## src/rtl/ict_ram.sv

```systemverilog
`default_nettype none

module ict_ram #(
  parameter int WIDTH = 8,
  parameter int DEPTH = 16,
  localparam int AW = (DEPTH > 1) ? $clog2(DEPTH) : 1
) (
  input  logic             clk,
  input  logic             we,
  input  logic [AW-1:0]    waddr,
  input  logic [WIDTH-1:0] wdata,
  input  logic [AW-1:0]    raddr,
  output logic [WIDTH-1:0] rdata
);

  logic [WIDTH-1:0] mem [DEPTH];

  // Write one row, read one row with registered data
  always_ff @(posedge clk) begin
    if (we) begin
      mem[waddr] <= wdata;
    end
    rdata <= mem[raddr];
  end

endmodule

`default_nettype wire

```

## config.mk

```make
export PLATFORM = sky130hd
export DESIGN_NAME = ict_ram
export DESIGN_NICKNAME = d
export VERILOG_FILES = /design/src/rtl/ict_ram.sv
export SDC_FILE = /design/constraint.sdc
export NUM_CORES = 1
export LEC_CHECK = 0
export ABC_AREA = 0
export ABC_CLOCK_PERIOD_IN_PS = 2400
export BUFFER_PORTS_ARGS = -buffer_cell sky130_fd_sc_hd__clkbuf_2
export CAP_MARGIN = 10
export CELL_PAD_IN_SITES_DETAIL_PLACEMENT = 0
export CELL_PAD_IN_SITES_GLOBAL_PLACEMENT = 1
export CORE_ASPECT_RATIO = 0.8
export CORE_MARGIN = 3
export CORE_UTILIZATION = 53
export DETAILED_ROUTE_END_ITERATION = 7
export PLACE_DENSITY = 0.87
export SETUP_SLACK_MARGIN = 0.02
export SLEW_MARGIN = 20
export SYNTH_ARGS = -nofsm -noshare
export SYNTH_HDL_FRONTEND = slang
export SYNTH_SLANG_ARGS = --single-unit
```

## constraint.sdc

```tcl
create_clock -name clk -period 2.4 [get_ports clk]
set_input_delay 0.48 -clock clk [delete_from_list [all_inputs] [get_ports clk]]
set_output_delay 0.48 -clock clk [all_outputs]
set_load 0.01 [all_outputs]
```

==> impl_metrics.yaml <==
place:
  io_buffers: 25
  gp_congestion: 0.726
  dpl.cell_count: 380
  dp_hpwl_mm: 6.07
setup_path:
  worstSetupPathType: "primary input to register"
  timing.critical_path.from: "raddr[0]"
  crit_required_ns: 2.69
  reg2reg_from: "mem[8][1]$_DFFE_PP_"
  cp_max_fo: 32
  crit_path_end_kind: "register"
  start_kind: "primary input"
  cp.arrival_ns: 1.78
synth:
  synthTopCellsByArea: "edfxtp_1 75%, mux4_2 7.9%, mux4_1 7.1%"
  synthCells: 229
  yosysUniqueCellTypes: 19
  synth_top_cell_by_area: "edfxtp_1"
  syn_nets: 247
  syn_area_mm2: 0.00515
  syn_avg_cell_area_um2: 22.5
  ys_ff_latch: 136
  ys_seq_area_share_pct: 77.8
  yosysWarningCount: 0
  synth_top_area_share_pct: 74.7
routing:
  vias_per_cell: 5.92
  drt-pass1-iter-count: 4
  finalWirelength_mm: 9.53
  detail_route.wl_per_cell_um: 23.1
  initialDrtViolationCount: 247
  vias: 2437
  ant_nets: 0
  route.detailed.drc: 0
final_layout:
  diodes: 0
  stdcell_count: 412
  nNetsFinal: 302
  postLayoutCoreUtil_pct: 65.2
  fill_cells: 617
  drive_above_1_share_pct: 32.3
  area_delta_synth_final_pct: 17.5
cts:
  cts_setup_buffers: 0
  cts_tree: "built"
  postCtsHoldBufs: 0
  root_buffer: "clkbuf_16"
  cts_buffer_depth: 2
  cts.sinks: 136
  h-tree-depth: 4
  cts_inserted_buffers: 17
  clk_pin_slew_worst_paths_ns: 0.06
  ctsResizeCount: 0
  insertion_delay_ns: 0.41
floorplanning:
  design.portCount: 26
  row_count: 31
  dieHeight_um: 94.1
  fp.coreArea_mm2: 0.00927
  die_x_um: 116
  initial_core_util_pct: 55.5
  die-area_mm2: 0.0109
sta:
  max_freq_mhz: 671
  timing.final.crit_period_ns: 1.49
  max_slew_margin_pct: 53.1
  tns_ns: 0
  finalCritPeriodShare_pct: 62.1
  tightest_slew_ns: 0.701
  rsz0062_at_grt: "false"
  skew_ns: 0.00633
  setup_viol: 0
  hold_violations: 0
  drv_slew: 0
global_routing:
  grt_first_pass_wirelength_mm: 14.2
  grt_pass1_vias: 2440
  grt_max_degree: 33
  overflow: 0
  gr-usage-all-layers_pct: 19.0
  antenna_found_initial: 0
pwr:
  clockPowerShare_pct: 44.6
  comb_power_share_pct: 4.7
  p_int_mw: 4.19
  ir_drop_mv: 0.547
  power_mw: 5.28
  p_sw_share_pct: 20.5
  p_seq_share_pct: 50.7
  leakagePower_nw: 2.07
  power_density_mw_per_mm2: 872
  p_switching_mw: 1.08
worst_hold_path:
  min-delay-start: "wdata[7]"
  hold_path.class: "primary input to register"
run:
  drv_cap: 0
status:
  status: "complete, no violations"
kinds of logic (layout without fill, tap and decap cells):
kind of cell    after synthesis  after routing  synth area share, %
simple gates                 35             35                 3.18
compound gates               16             16                 2.33
flops                       136            136                 77.8
mux                          32             32                 15.0
buf+inv                      10             78                 1.68
per-stage QoR:
stage	worst slack, ns	instance area, um2	hold slack (ns)
floorplan	0.427	5150	0.579
global placement	0.474	5500	0.649
detailed placement	0.471	5500	0.664
CTS	0.879	6050	0.491
global route	0.820	6050	0.518
finish	0.910	6050	0.506
cells in the final DEF (no fill, tap or decap):
cell type,count
nand3b_1,2
nand2b_1,2
a22oi_1,16
buf_4,20
mux4_2,18
nand3_1,1
and2_1,1
and2b_1,1
clkbuf_8,1
buf_12,1
or3b_2,1
clkinv_2,6
bufinv_16,1
clkbuf_2,25
nand2_1,9
dfxtp_1,8
clkinv_1,1
nor2b_1,1
nor2_1,13
clkinvlp_4,6
mux4_1,14
edfxtp_1,128
nor3_1,4
clkbuf_16,17
area by class of cell:
class                      count  area (um2)  share of cell area (%)
timing repair buffer          46         295                    4.88
clock inverter                14         109                    1.80
tap                          115         144                    2.38
sequential                   136        4000                    66.2
clock buffer                  18         439                    7.26
multi-input combinational     83        1060                    17.5
path summary, 6_finish.rpt:
kind,to,slack (ns),depth (start not counted)
worst min register to register,rdata[2]$_DFF_P_,0.68,3
worst min-delay path,mem[11][7]$_DFFE_PP_,0.51,1
worst max-delay path,rdata[1]$_DFF_P_,0.91,5
worst max register to register,rdata[1]$_DFF_P_,1.06,3
flip-flops by register name, indices dropped and copies added (netlist names):
name / flops
mem: 128
rdata: 8
critical path: stages:
cell and delay, ns:
clkbuf_2 0.10, buf_12 0.25, mux4_1 0.60, a22oi_1 0.27, nand2_1 0.07
cell usage after synthesis, drive strengths merged:
master         instances
and2b                  1
nand3                  1
and2                   1
clkdlybuf4s25          3
dfxtp                  8
edfxtp               128
nand2b                 2
nand2                  9
or3b                   1
nand3b                 2
buf                    7
nor3                   4
nor2b                  1
nor2                  13
mux4                  32
a22oi                 16
layer usage:
metal | global-route usage [%] | vias up | part of all wire [%]
li1 | - | 1083 | -
met1 | 27.5 | 1253 | 43
met2 | 28.0 | 92 | 47
met3 | 5.54 | 9 | 8.5
met4 | 6.96 | 0 | 1.0
met5 | 0 | - | 0
power groups by stage:
stage	Clock [mW]	Combinational (mW)	Sequential, mW
2_1_floorplan	0	0.135	2.72
3_3_place_gp	0	0.242	2.72
3_5_place_dp	0	0.250	2.72
4_1_cts	2.40	0.251	2.67
5_1_grt	2.49	0.270	2.68
6_report	2.35	0.247	2.67
Power figures use the tool's default switching activity.
