## src/rtl/ict_pkg.sv

```systemverilog
`default_nettype none

package ict_pkg;

  // Configuration port geometry
  localparam int CFG_AW = 5;
  localparam int CFG_DW = 32;

  // Register indexes on the configuration port
  localparam logic [2:0] REG_OFFSET    = 3'd0;
  localparam logic [2:0] REG_L1_INDEX  = 3'd1;
  localparam logic [2:0] REG_L2_INDEX  = 3'd2;
  localparam logic [2:0] REG_L1_WAYS   = 3'd3;
  localparam logic [2:0] REG_L2_WAYS   = 3'd4;

  // Tags are compared in a 62-bit tag space
  localparam int TAG_SPACE_W = 62;

  // Effective (clamped) configuration
  typedef struct packed {
    logic [3:0] offset;
    logic [2:0] l1_ib;
    logic [3:0] l2_ib;
    logic [2:0] l1_ways;
    logic [3:0] l2_ways;
  } cfg_t;

  // Flags of one result item
  typedef struct packed {
    logic l1_hit;
    logic l2_hit;
    logic wb1;
    logic binv;
    logic binvd;
    logic wb2;
  } res_t;

  typedef enum logic [3:0] {
    S_CLR,
    S_IDLE,
    S_RD1,
    S_L1,
    S_E1,
    S_RD2,
    S_L2,
    S_BI,
    S_FIN
  } state_t;

endpackage

`default_nettype wire

```

## src/rtl/ict_set_unit.sv

```systemverilog
`default_nettype none

module ict_set_unit #(
  parameter int WAYS  = 4,
  parameter int TAG_W = 48,
  localparam int IW = (WAYS > 1) ? $clog2(WAYS) : 1,
  localparam int CW = $clog2(WAYS + 1)
) (
  input  logic [CW-1:0]                     ways,
  input  logic [WAYS-1:0]                   valid,
  input  logic [WAYS-1:0][IW-1:0]           ages,
  input  logic [WAYS-1:0][TAG_W-1:0]        tags,
  input  logic [ict_pkg::TAG_SPACE_W-1:0]   lookup,
  output logic                              hit,
  output logic [IW-1:0]                     hit_way,
  output logic [IW-1:0]                     vict_way,
  output logic [WAYS-1:0][IW-1:0]           ages_touched
);

  logic          found_inv;
  logic [IW-1:0] best;
  logic [IW-1:0] sel;
  logic [IW-1:0] sel_age;

  // Find the first valid way that matches
  always_comb begin
    hit     = 1'b0;
    hit_way = '0;
    for (int j = WAYS - 1; j >= 0; j--) begin
      if (j < int'(ways) && valid[j] &&
          ict_pkg::TAG_SPACE_W'(tags[j]) == lookup) begin
        hit     = 1'b1;
        hit_way = IW'(j);
      end
    end
  end

  // Pick the first invalid way, else the oldest
  always_comb begin
    found_inv = 1'b0;
    best      = '0;
    vict_way  = '0;
    for (int j = 0; j < WAYS; j++) begin
      if (j < int'(ways) && !found_inv) begin
        if (!valid[j]) begin
          found_inv = 1'b1;
          vict_way  = IW'(j);
        end else if (ages[j] > ages[best]) begin
          best = IW'(j);
        end
      end
    end
    if (!found_inv) begin
      vict_way = best;
    end
  end

  // Age the set around the touched way
  assign sel     = hit ? hit_way : vict_way;
  assign sel_age = ages[sel];

  always_comb begin
    ages_touched = ages;
    for (int j = 0; j < WAYS; j++) begin
      if (j < int'(ways) && IW'(j) != sel && ages[j] <= sel_age &&
          int'(ages[j]) < int'(ways) - 1) begin
        ages_touched[j] = IW'(ages[j] + 1'b1);
      end
    end
    ages_touched[sel] = '0;
  end

endmodule

`default_nettype wire
```

## config.mk

```make
export PLATFORM = sky130hd
export DESIGN_NAME = ict_set_unit
export DESIGN_NICKNAME = d
export VERILOG_FILES = /design/src/rtl/ict_pkg.sv /design/src/rtl/ict_set_unit.sv
export SDC_FILE = /design/constraint.sdc
export NUM_CORES = 1
export LEC_CHECK = 0
export ABC_AREA = 0
export BUFFER_PORTS_ARGS = -buffer_cell sky130_fd_sc_hd__buf_2
export CELL_PAD_IN_SITES_DETAIL_PLACEMENT = 0
export CELL_PAD_IN_SITES_GLOBAL_PLACEMENT = 1
export CORE_ASPECT_RATIO = 2
export CORE_MARGIN = 2
export CORE_UTILIZATION = 28
export DETAILED_ROUTE_END_ITERATION = 10
export GPL_ROUTABILITY_DRIVEN = 0
export GPL_TIMING_DRIVEN = 0
export PLACE_DENSITY_LB_ADDON = 0.1
export SYNTH_ARGS = -nofsm -noshare
export SYNTH_HDL_FRONTEND = slang
export SYNTH_SLANG_ARGS = --single-unit
```

## constraint.sdc

```tcl
create_clock -name vclk -period 19.13
set_clock_uncertainty 0.15 [all_clocks]
set_input_delay 1.913 -clock vclk [all_inputs]
set_output_delay 1.913 -clock vclk [all_outputs]
set_load 0.005 [all_outputs]
```

==> results.ini <==
[outcome]
status = complete, no violations

[placement]
post-dp-hpwl_mm = 15.4
port_buffers = 278
dpl_cell_area_sq_um = 4710

[logic_synthesis]
yosysSeqAreaShare_pct = 0
synth_warnings = 0
synth_area_sq_um = 3140
synth_area_per_cell_sq_um = 7.78
synthesis.nets = 694
ys_types = 46
synth_top_area_share_pct = 27.9
synthCells = 404
synth_top_area_cell = xnor2_1
netlist_top_cells_area = xnor2_1 (28%), xor2_1 (26%), ha_1 (8.4%)

[routing]
viasPerCell = 4.80
drt-total-wl_mm = 16.6
num_vias = 3948
wl_per_cell_um = 20.2
drt_iter0_markers = 90
ant_nets = 0
drc = 0
firstDrtPassIters = 4

[final_layout]
seq_area_sq_um = 0
syn_to_final_growth_pct = 49.8
drive_above_1_share_pct = 42.7
diodes = 0
nFlopsAndLatches = 0
utilization_pct = 43.0
num-clock-buffers = 0
multi_input_area_sq_um = 3050
final_cell_area_sq_um = 4710
final_nets = 974
fill_cells = 1228

[power]
clkPwrFrac_pct = 0
swShare_pct = 51.0
combinationalPowerShare_pct = 100.0
p_seq_share_pct = 0
pwr_density_cell_nw_per_um2 = 25.7
leakagePower_nw = 2.26
power.internal_w = 0.0000594
finalPower_w = 0.000121
ir_worst_vdd_v = 0.0000124
p_sw_w = 0.0000618

[worst_setup_path]
end_kind = primary output
cp_num_buf_inv = 6
cp.required_ps = 17070
crit_fanout = 8
critPathArrivalTime_ps = 9060
cpPeakStageDelay_ps = 530
cp-start-kind = input port
cp_common_cell = ha_1
crit_slowest_cell = mux2i_1
crit_type = input port to primary output
crit_family = simple AND/OR/NAND/NOR gates

[clock_network]
ctsResizeCount = 0
post_cts_buffers = 0
ctsHoldBuffers = 0

[floorplanning]
ios = 282
row_count = 54
design.die.area_sq_um = 12100
coreArea_sq_um = 10900
initial_utilization_pct = 28.7
die_w_um = 78.9
die_h_um = 154

[global_routing]
grt_start_max_net_pins = 9
track_usage_pct = 26.6
grt_pass1_wl_mm = 24.0
antenna_found_initial = 0
grt.overflow.total = 0
grt_pass1_vias = 4247

[sta]
max_freq_mhz = 89.9
rsz0062_at_grt = no
tightest_slew_ps = 677
finalCritPeriodShare_pct = 58.1
finalSetupTns_ps = 0
finalHoldViolations = 0
fin_crit_ps = 11120
slew_headroom_pct = 54.4
setup_viol = 0
drv_slew = 0

[flow_run]
cap_viol_max_count = 0

[worst_hold_path]
hp-class = input port to primary output

-- placed cells by master, fill, tap and decap left out, types with 2 or more instances in the layout --
cell type / n
a21o_1: 2
a21oi_1: 13
buf_2: 278
clkbuf_1: 5
ha_1: 21
inv_1: 19
mux2_2: 2
mux2i_1: 6
nand2_1: 12
nand2b_1: 2
nand3_1: 6
nand4_1: 32
nor2_1: 7
nor2b_1: 7
nor3_1: 3
nor4_1: 28
nor4_2: 3
nor4_4: 2
o211ai_1: 2
o21a_1: 4
o21ai_0: 8
o22ai_1: 2
or4_1: 2
xnor2_1: 100
xor2_1: 94
-- synthesized netlist by cell type (2+ instances only) --
cell      number
xnor2_1      100
xor2_1        94
nand4_1       32
nor4_1        28
ha_1          21
inv_1         19
a21oi_1       13
nand2_1       12
o21ai_0        8
nor2_1         7
nor2b_1        7
mux2i_1        6
nand3_1        6
clkbuf_1       5
o21a_1         4
nor3_1         3
nor4_2         3
a21o_1         2
mux2_2         2
nand2b_1       2
nor4_4         2
o211ai_1       2
o22ai_1        2
or4_1          2
-- metrics by stage --
stage               hold WS [ps]  setup slack, ps  cells
floorplan                   3810             9500    404
global placement            4140             8170    822
detailed placement          4150             8020    822
CTS                         4150             8020    822
global route                4170             7410    822
finish                      4150             8010    822
-- logic make-up (layout without fill, tap and decap cells) --
logic type | count (synthesis) | in the layout | share of synthesized area (%)
AO/OA/AOI/OAI | 43 | 43 | 9.31
XOR/XNOR | 194 | 194 | 54.0
adder cells (fa/ha/maj) | 21 | 21 | 8.36
buffers and inverters | 24 | 302 | 2.87
multiplexers | 8 | 8 | 2.63
AND/OR/NAND/NOR | 114 | 114 | 22.8
-- worst min-delay path, stage by stage --
cell and delay [ps]:
buf_2 150, xor2_1 150, a21oi_1 50, buf_2 120
-- layout make-up --
class                      instances  share of cell area [%]
buffer                             5                   0.398
timing repair buffer             278                    29.5
multi-input combinational        380                    64.8
inverter                          19                    1.51
tap                              140                    3.72
-- worst paths after layout --
path / depth (start not counted) / from / endpoint / slack [ps]
setup / recovery: 32 / ways[0] / ages_touched[3] / 8010
hold / removal: 4 / ages[7] / ages_touched[7] / 4150
-- metal layers --
metal | up-vias | routed length, um | track usage [%] | part of all wire (%)
li1 | 1991 | - | - | -
met1 | 1753 | 5300 | 25.1 | 32
met2 | 182 | 9930 | 57.4 | 60
met3 | 22 | 933 | 3.11 | 5.6
met4 | 0 | 435 | 5.42 | 2.6
met5 | - | 0 | 0 | 0
-- power groups by stage --
stage / Combinational (W) / Clock, W / Sequential, W
3_3_place_gp: 0.000120 / 0 / 0
4_1_cts: 0.000123 / 0 / 0
6_report: 0.000121 / 0 / 0
3_5_place_dp: 0.000122 / 0 / 0
2_1_floorplan: 0.0000610 / 0 / 0
5_1_grt: 0.000134 / 0 / 0
Power figures use the tool's default switching activity.
