==> src/rtl/ict_pkg.sv <==
`default_nettype none

package ict_pkg;

  // Configuration port geometry
  localparam int CFG_AW = 5;
  localparam int CFG_DW = 32;

  // Register indexes on the configuration port
  localparam logic [2:0] REG_OFFSET    = 3'd0;
  localparam logic [2:0] REG_L1_INDEX  = 3'd1;
  localparam logic [2:0] REG_L2_INDEX  = 3'd2;
  localparam logic [2:0] REG_L1_WAYS   = 3'd3;
  localparam logic [2:0] REG_L2_WAYS   = 3'd4;

  // Tags are compared in a 62-bit tag space
  localparam int TAG_SPACE_W = 62;

  // Effective (clamped) configuration
  typedef struct packed {
    logic [3:0] offset;
    logic [2:0] l1_ib;
    logic [3:0] l2_ib;
    logic [2:0] l1_ways;
    logic [3:0] l2_ways;
  } cfg_t;

  // Flags of one result item
  typedef struct packed {
    logic l1_hit;
    logic l2_hit;
    logic wb1;
    logic binv;
    logic binvd;
    logic wb2;
  } res_t;

  typedef enum logic [3:0] {
    S_CLR,
    S_IDLE,
    S_RD1,
    S_L1,
    S_E1,
    S_RD2,
    S_L2,
    S_BI,
    S_FIN
  } state_t;

endpackage

`default_nettype wire

==> src/rtl/ict_cfg.sv <==
`default_nettype none

module ict_cfg #(
  parameter int L1_SETS = 64,
  parameter int L1_WAYS = 4,
  parameter int L2_SETS = 512,
  parameter int L2_WAYS = 8
) (
  input  logic                          clk,
  input  logic                          rst_n,
  input  logic                          psel,
  input  logic                          penable,
  input  logic                          pwrite,
  input  logic [ict_pkg::CFG_AW-1:0]    paddr,
  input  logic [ict_pkg::CFG_DW-1:0]    pwdata,
  output logic [ict_pkg::CFG_DW-1:0]    prdata,
  output logic                          pready,
  output ict_pkg::cfg_t                 cfg
);

  localparam int L1_IB_MAX = $clog2(L1_SETS + 1) - 1;
  localparam int L2_IB_MAX = $clog2(L2_SETS + 1) - 1;

  logic [3:0] offset_r;
  logic [2:0] l1_ib_r;
  logic [3:0] l2_ib_r;
  logic [2:0] l1_ways_r;
  logic [3:0] l2_ways_r;
  logic [2:0] idx;
  logic       wr;

  assign idx    = paddr[4:2];
  assign wr     = psel && penable && pwrite;
  assign pready = 1'b1;

  // Register writes
  always_ff @(posedge clk) begin
    if (!rst_n) begin
      offset_r  <= 4'd6;
      l1_ib_r   <= 3'd6;
      l2_ib_r   <= 4'd9;
      l1_ways_r <= 3'd4;
      l2_ways_r <= 4'd8;
    end else if (wr) begin
      unique case (idx)
        ict_pkg::REG_OFFSET:   offset_r  <= pwdata[3:0];
        ict_pkg::REG_L1_INDEX: l1_ib_r   <= pwdata[2:0];
        ict_pkg::REG_L2_INDEX: l2_ib_r   <= pwdata[3:0];
        ict_pkg::REG_L1_WAYS:  l1_ways_r <= pwdata[2:0];
        ict_pkg::REG_L2_WAYS:  l2_ways_r <= pwdata[3:0];
        default: ;
      endcase
    end
  end

  // Read back the raw values
  always_comb begin
    prdata = '0;
    unique case (idx)
      ict_pkg::REG_OFFSET:   prdata = ict_pkg::CFG_DW'(offset_r);
      ict_pkg::REG_L1_INDEX: prdata = ict_pkg::CFG_DW'(l1_ib_r);
      ict_pkg::REG_L2_INDEX: prdata = ict_pkg::CFG_DW'(l2_ib_r);
      ict_pkg::REG_L1_WAYS:  prdata = ict_pkg::CFG_DW'(l1_ways_r);
      ict_pkg::REG_L2_WAYS:  prdata = ict_pkg::CFG_DW'(l2_ways_r);
      default:               prdata = '0;
    endcase
  end

  // Clamp to what the arrays hold; zero ways acts as one
  always_comb begin
    cfg.offset  = offset_r;
    cfg.l1_ib   = (int'(l1_ib_r) > L1_IB_MAX) ? 3'(L1_IB_MAX) : l1_ib_r;
    cfg.l2_ib   = (int'(l2_ib_r) > L2_IB_MAX) ? 4'(L2_IB_MAX) : l2_ib_r;
    cfg.l1_ways = (l1_ways_r == 3'd0) ? 3'd1 :
                  (int'(l1_ways_r) > L1_WAYS) ? 3'(L1_WAYS) : l1_ways_r;
    cfg.l2_ways = (l2_ways_r == 4'd0) ? 4'd1 :
                  (int'(l2_ways_r) > L2_WAYS) ? 4'(L2_WAYS) : l2_ways_r;
  end

endmodule

`default_nettype wire

==> config.mk <==
export PLATFORM = sky130hd
export DESIGN_NAME = ict_cfg
export DESIGN_NICKNAME = d
export VERILOG_FILES = /design/src/rtl/ict_pkg.sv /design/src/rtl/ict_cfg.sv
export SDC_FILE = /design/constraint.sdc
export NUM_CORES = 1
export LEC_CHECK = 0
export BUFFER_PORTS_ARGS = -buffer_cell sky130_fd_sc_hd__buf_2
export CORE_ASPECT_RATIO = 0.5
export CORE_MARGIN = 3
export CORE_UTILIZATION = 35
export DETAILED_ROUTE_END_ITERATION = 8
export PLACE_DENSITY_LB_ADDON = 0.15
export SYNTH_ARGS = -nofsm -noshare
export SYNTH_HDL_FRONTEND = slang
export SYNTH_SLANG_ARGS = --single-unit
==> constraint.sdc <==
create_clock -name clk -period 1.6 [get_ports clk]
set_input_delay 0.16 -clock clk [delete_from_list [all_inputs] [get_ports clk]]
set_output_delay 0.16 -clock clk [all_outputs]
set_load 0.1 [all_outputs]
==> out/results.md <==
Outcome
• complete, no violations — outcome

STA
• no — unrepaired setup endpoints after global routing
• 1520 ps — final critical path time including I/O delays and setup
• 0 — final-report setup violation count
• 0 ps — setup total negative slack
• 0 — total count of hold-check failures in the final report
• 657 MHz — FMAX
• 0 — Final Max Tran Viols
• 95.1% — part of the cycle the worst path needs
• 0 ps — setup clock skew after layout

Min path
• in -> reg — min-delay worst type

Global routing
• 0 — antenna violations before repair
• met2 — most utilized layer in the global route result
• 793 — vias in the first global route
• 20.1% — met2 layer usage reported by global route
• 4.08% — met3 routing resource usage after global routing
• 25 — maximum number of pins on one net before global-route repair
• 16.5% — GR Util met1
• 12.3% — Total GRT Usage
• 4040 um — wire length of the first global-routing pass
• 0 — remaining global-route overflow

Synth
• 147 — cells after synthesis
• 0 — count of flip-flops with a built-in enable after synthesis
• dfxtp_1 — flip-flop cell with the highest count after synthesis
• 25 — number of library cell types mapped by synthesis
• dfxtp_1 (29%), buf_4 (18%), mux2i_1 (15%) — main area contributors after synthesis
• 1240 sq um — Post-Syn Area
• 29.1% — part of the Yosys area used for sequential elements
• 8.43 sq um — Synth Area per Inst
• 0% — post-synthesis async set-or-reset flop share
• 0 — synth warn
• 29.1% — fraction of post-synthesis cell area in the top cell type by area
• 18 — register bit total from synthesis
• dfxtp_1 — cell type with the highest aggregate area in the netlist

Clocking
• clkbuf_8 — cell at the root of the clock tree
• yes — TritonCTS clock tree
• 250 ps — Worst-Skew Late Latency
• 2 — Max Root-Sink Buffers
• 1 — level count of the clock H-tree
• 0 — hold-fix buffer count after cts
• 0 — Post CTS Setup Buffer Count
• 70 ps — CTS clock-pin slew for the worst setup and hold paths
• 3 — number of buffers created by CTS
• 18 — sink count of the clock tree

Setup path
• 700 ps — worst-case register-to-register setup slack
• 390 ps — Worst path max stage delay
• l2_ways_r[3] — Reg2Reg Launch Point
• 1440 ps — data required time at the worst endpoint
• reg -> out — Crit Path Category
• flip-flops — largest delay contributor family on the critical path
• prdata[2] — worst setup path end
• 4 — highest fanout seen on the critical path
• 1 — crit path buf inv count
• l2_ways_r[3] — endpoint of the worst-slack reg-to-reg timing path
• mux2i_1, a2bb2oi_2, a21oi_4, buf_4 — ordered list of cells on the worst path
• 1360 ps — worst endpoint data arrival time
• output port — Crit. End Element
• dfxtp_1 — Slowest cell on crit path
• 4 — instance count on the critical path
• register — Startpoint Class
• l2_ib_r[2] — startpoint of the most critical setup path
• 2 — Worst Reg-to-Reg Cells

Layout
• 37.4% — fraction of final layout cells sized beyond drive strength 1
• 18.5% — relative area change from synthesis to final layout
• 217 — Net count, final
• 222 — post-route non-filler standard cell count
• 325 — number of fill cells in the layout
• 0 — Ant. Diodes

Pwr
• 909 nW/um^2 — power per cell area
• 0.666 nW — cell leakage power
• 0.000440 V — Worst IR Drop VDD

Placed design
• 0.741 — routability congestion estimate
• 218 — total instance count after detailed placement
• 2100 um — DP HPWL
• 33 — # port buffers

Detailed routing
• 0 — # DRC
• 978 — total number of vias
• 4 — DRT Pass-1 Iters
• 0 — count of nets left with antenna violations after detail routing
• 4.41 — drt via density
• 2620 um — post-detailed-routing wire length
• 11.8 um — post-DR wirelength/cell
• 49 — number of DRC markers in iteration 0

Die
• 14 — num rows
• 48.1 um — Chip Height
• 38.9% — starting density of the core
• 90.2 um — horizontal extent of the die
• 93 — # IOs
• 3190 sq um — total core area
• 4340 sq um — Die Footprint

Flow run
• 0 — total of max-cap violations

==> stage by stage <==
stage | utilization, % | hold WS (ps) | setup WS [ps] | cell area, sq um | total power [mW]
final | 46.1 | 146 | 77.7 | 1470 | 1.33
after floorplan | - | 295 | -93.5 | 1400 | 0.968
after global routing | 46.1 | 160 | 0.536 | 1470 | 1.39
after detailed placement | 42.9 | 420 | 58.4 | 1370 | 0.954
after global placement | 42.9 | 422 | 62.0 | 1370 | 0.952
after CTS | 44.9 | 143 | 17.8 | 1430 | 1.33
==> logic make-up (layout without fill, tap and decap cells) <==
kind of cell           after synthesis  count (layout)  share of synthesized area, %
muxes                               19              19                          15.3
buffers and inverters               45              45                          24.3
DFF                                 18              18                          29.1
AOI/OAI and AO/OA                   23              23                          12.7
other                                2              29                         0.606
and+or+nand+nor                     40              40                          18.0
==> cell type report <==
| class | instances | area, sq um | share of cell area, % |
|---|---|---|---|
| multi-input combinational | 111 | 746 | 50.8 |
| sequential | 18 | 369 | 25.1 |
| tap | 48 | 60.1 | 4.09 |
| clock buffer | 4 | 55.1 | 3.75 |
| timing repair buffer | 36 | 220 | 15.0 |
| inverter | 5 | 18.8 | 1.28 |
==> worst min path at each step <==
stage,cells after the start,startpoint,slack [ps],endpoint
after global routing,3,pwdata[3],160,offset_r[3]
after global placement,3,pwdata[3],420,offset_r[3]
after floorplan,2,pwdata[3],290,offset_r[3]
after detailed placement,3,pwdata[3],420,offset_r[3]
final,3,pwdata[3],150,offset_r[3]
after CTS,3,pwdata[3],140,offset_r[3]
==> placed cells by master, fill, tap and decap left out, types with 2 or more instances in the layout <==
cell type  count
buf_2         28
o311ai_0       3
o21a_1         2
buf_6          2
o211ai_1       3
nor2_1         7
clkbuf_8       4
dfxtp_2        4
a21oi_4        2
nor2b_1        3
inv_1          5
buf_4          4
conb_1        29
nor2b_2        5
dfxtp_1       13
o21ai_0        7
mux2i_1       19
or2_2          2
nand2_1       13
a2bb2oi_2      2
and2b_2        3
nand2b_1       2
==> layer usage <==
metal / wire, um / vias up
met1: 1290 / 447
met2: 1120 / 42
met3: 205 / 0
met4: 0 / 0
met5: 0 / -
li1: - / 489
==> flip-flops by register name, indices dropped and copies added (netlist names) <==
signal and cells:
l2_ib_r 4, l2_ways_r 4, offset_r 4, l1_ib_r 3
l1_ways_r 3
==> cells in the mapped netlist, types with 3 or more instances <==
cell / number
o21ai_0: 7
a2bb2oi_1: 3
buf_6: 3
nor2_1: 9
inv_1: 5
clkbuf_1: 7
o211ai_1: 3
o311ai_0: 3
and2b_2: 3
mux2i_1: 19
nor2b_1: 8
a21oi_1: 3
dfxtp_1: 18
nand2_1: 13
buf_4: 29
==> power by group <==
group | switching (mW) | leakage (nW) | internal (mW)
clock network | 0.157 | 0.0288 | 0.219
registers | 0.00411 | 0.145 | 0.451
logic | 0.439 | 0.491 | 0.0662
==> timing repair <==
action                     in CTS  in global routing
gates cloned                    0                  0
setup endpoints to repair       4                  5
resized for setup               4                  9
==> tightest hold or removal path: stages <==
cell,delay [ps]
buf_2,100
nand2_1,50
mux2i_1,60
Power figures use the tool's default switching activity.
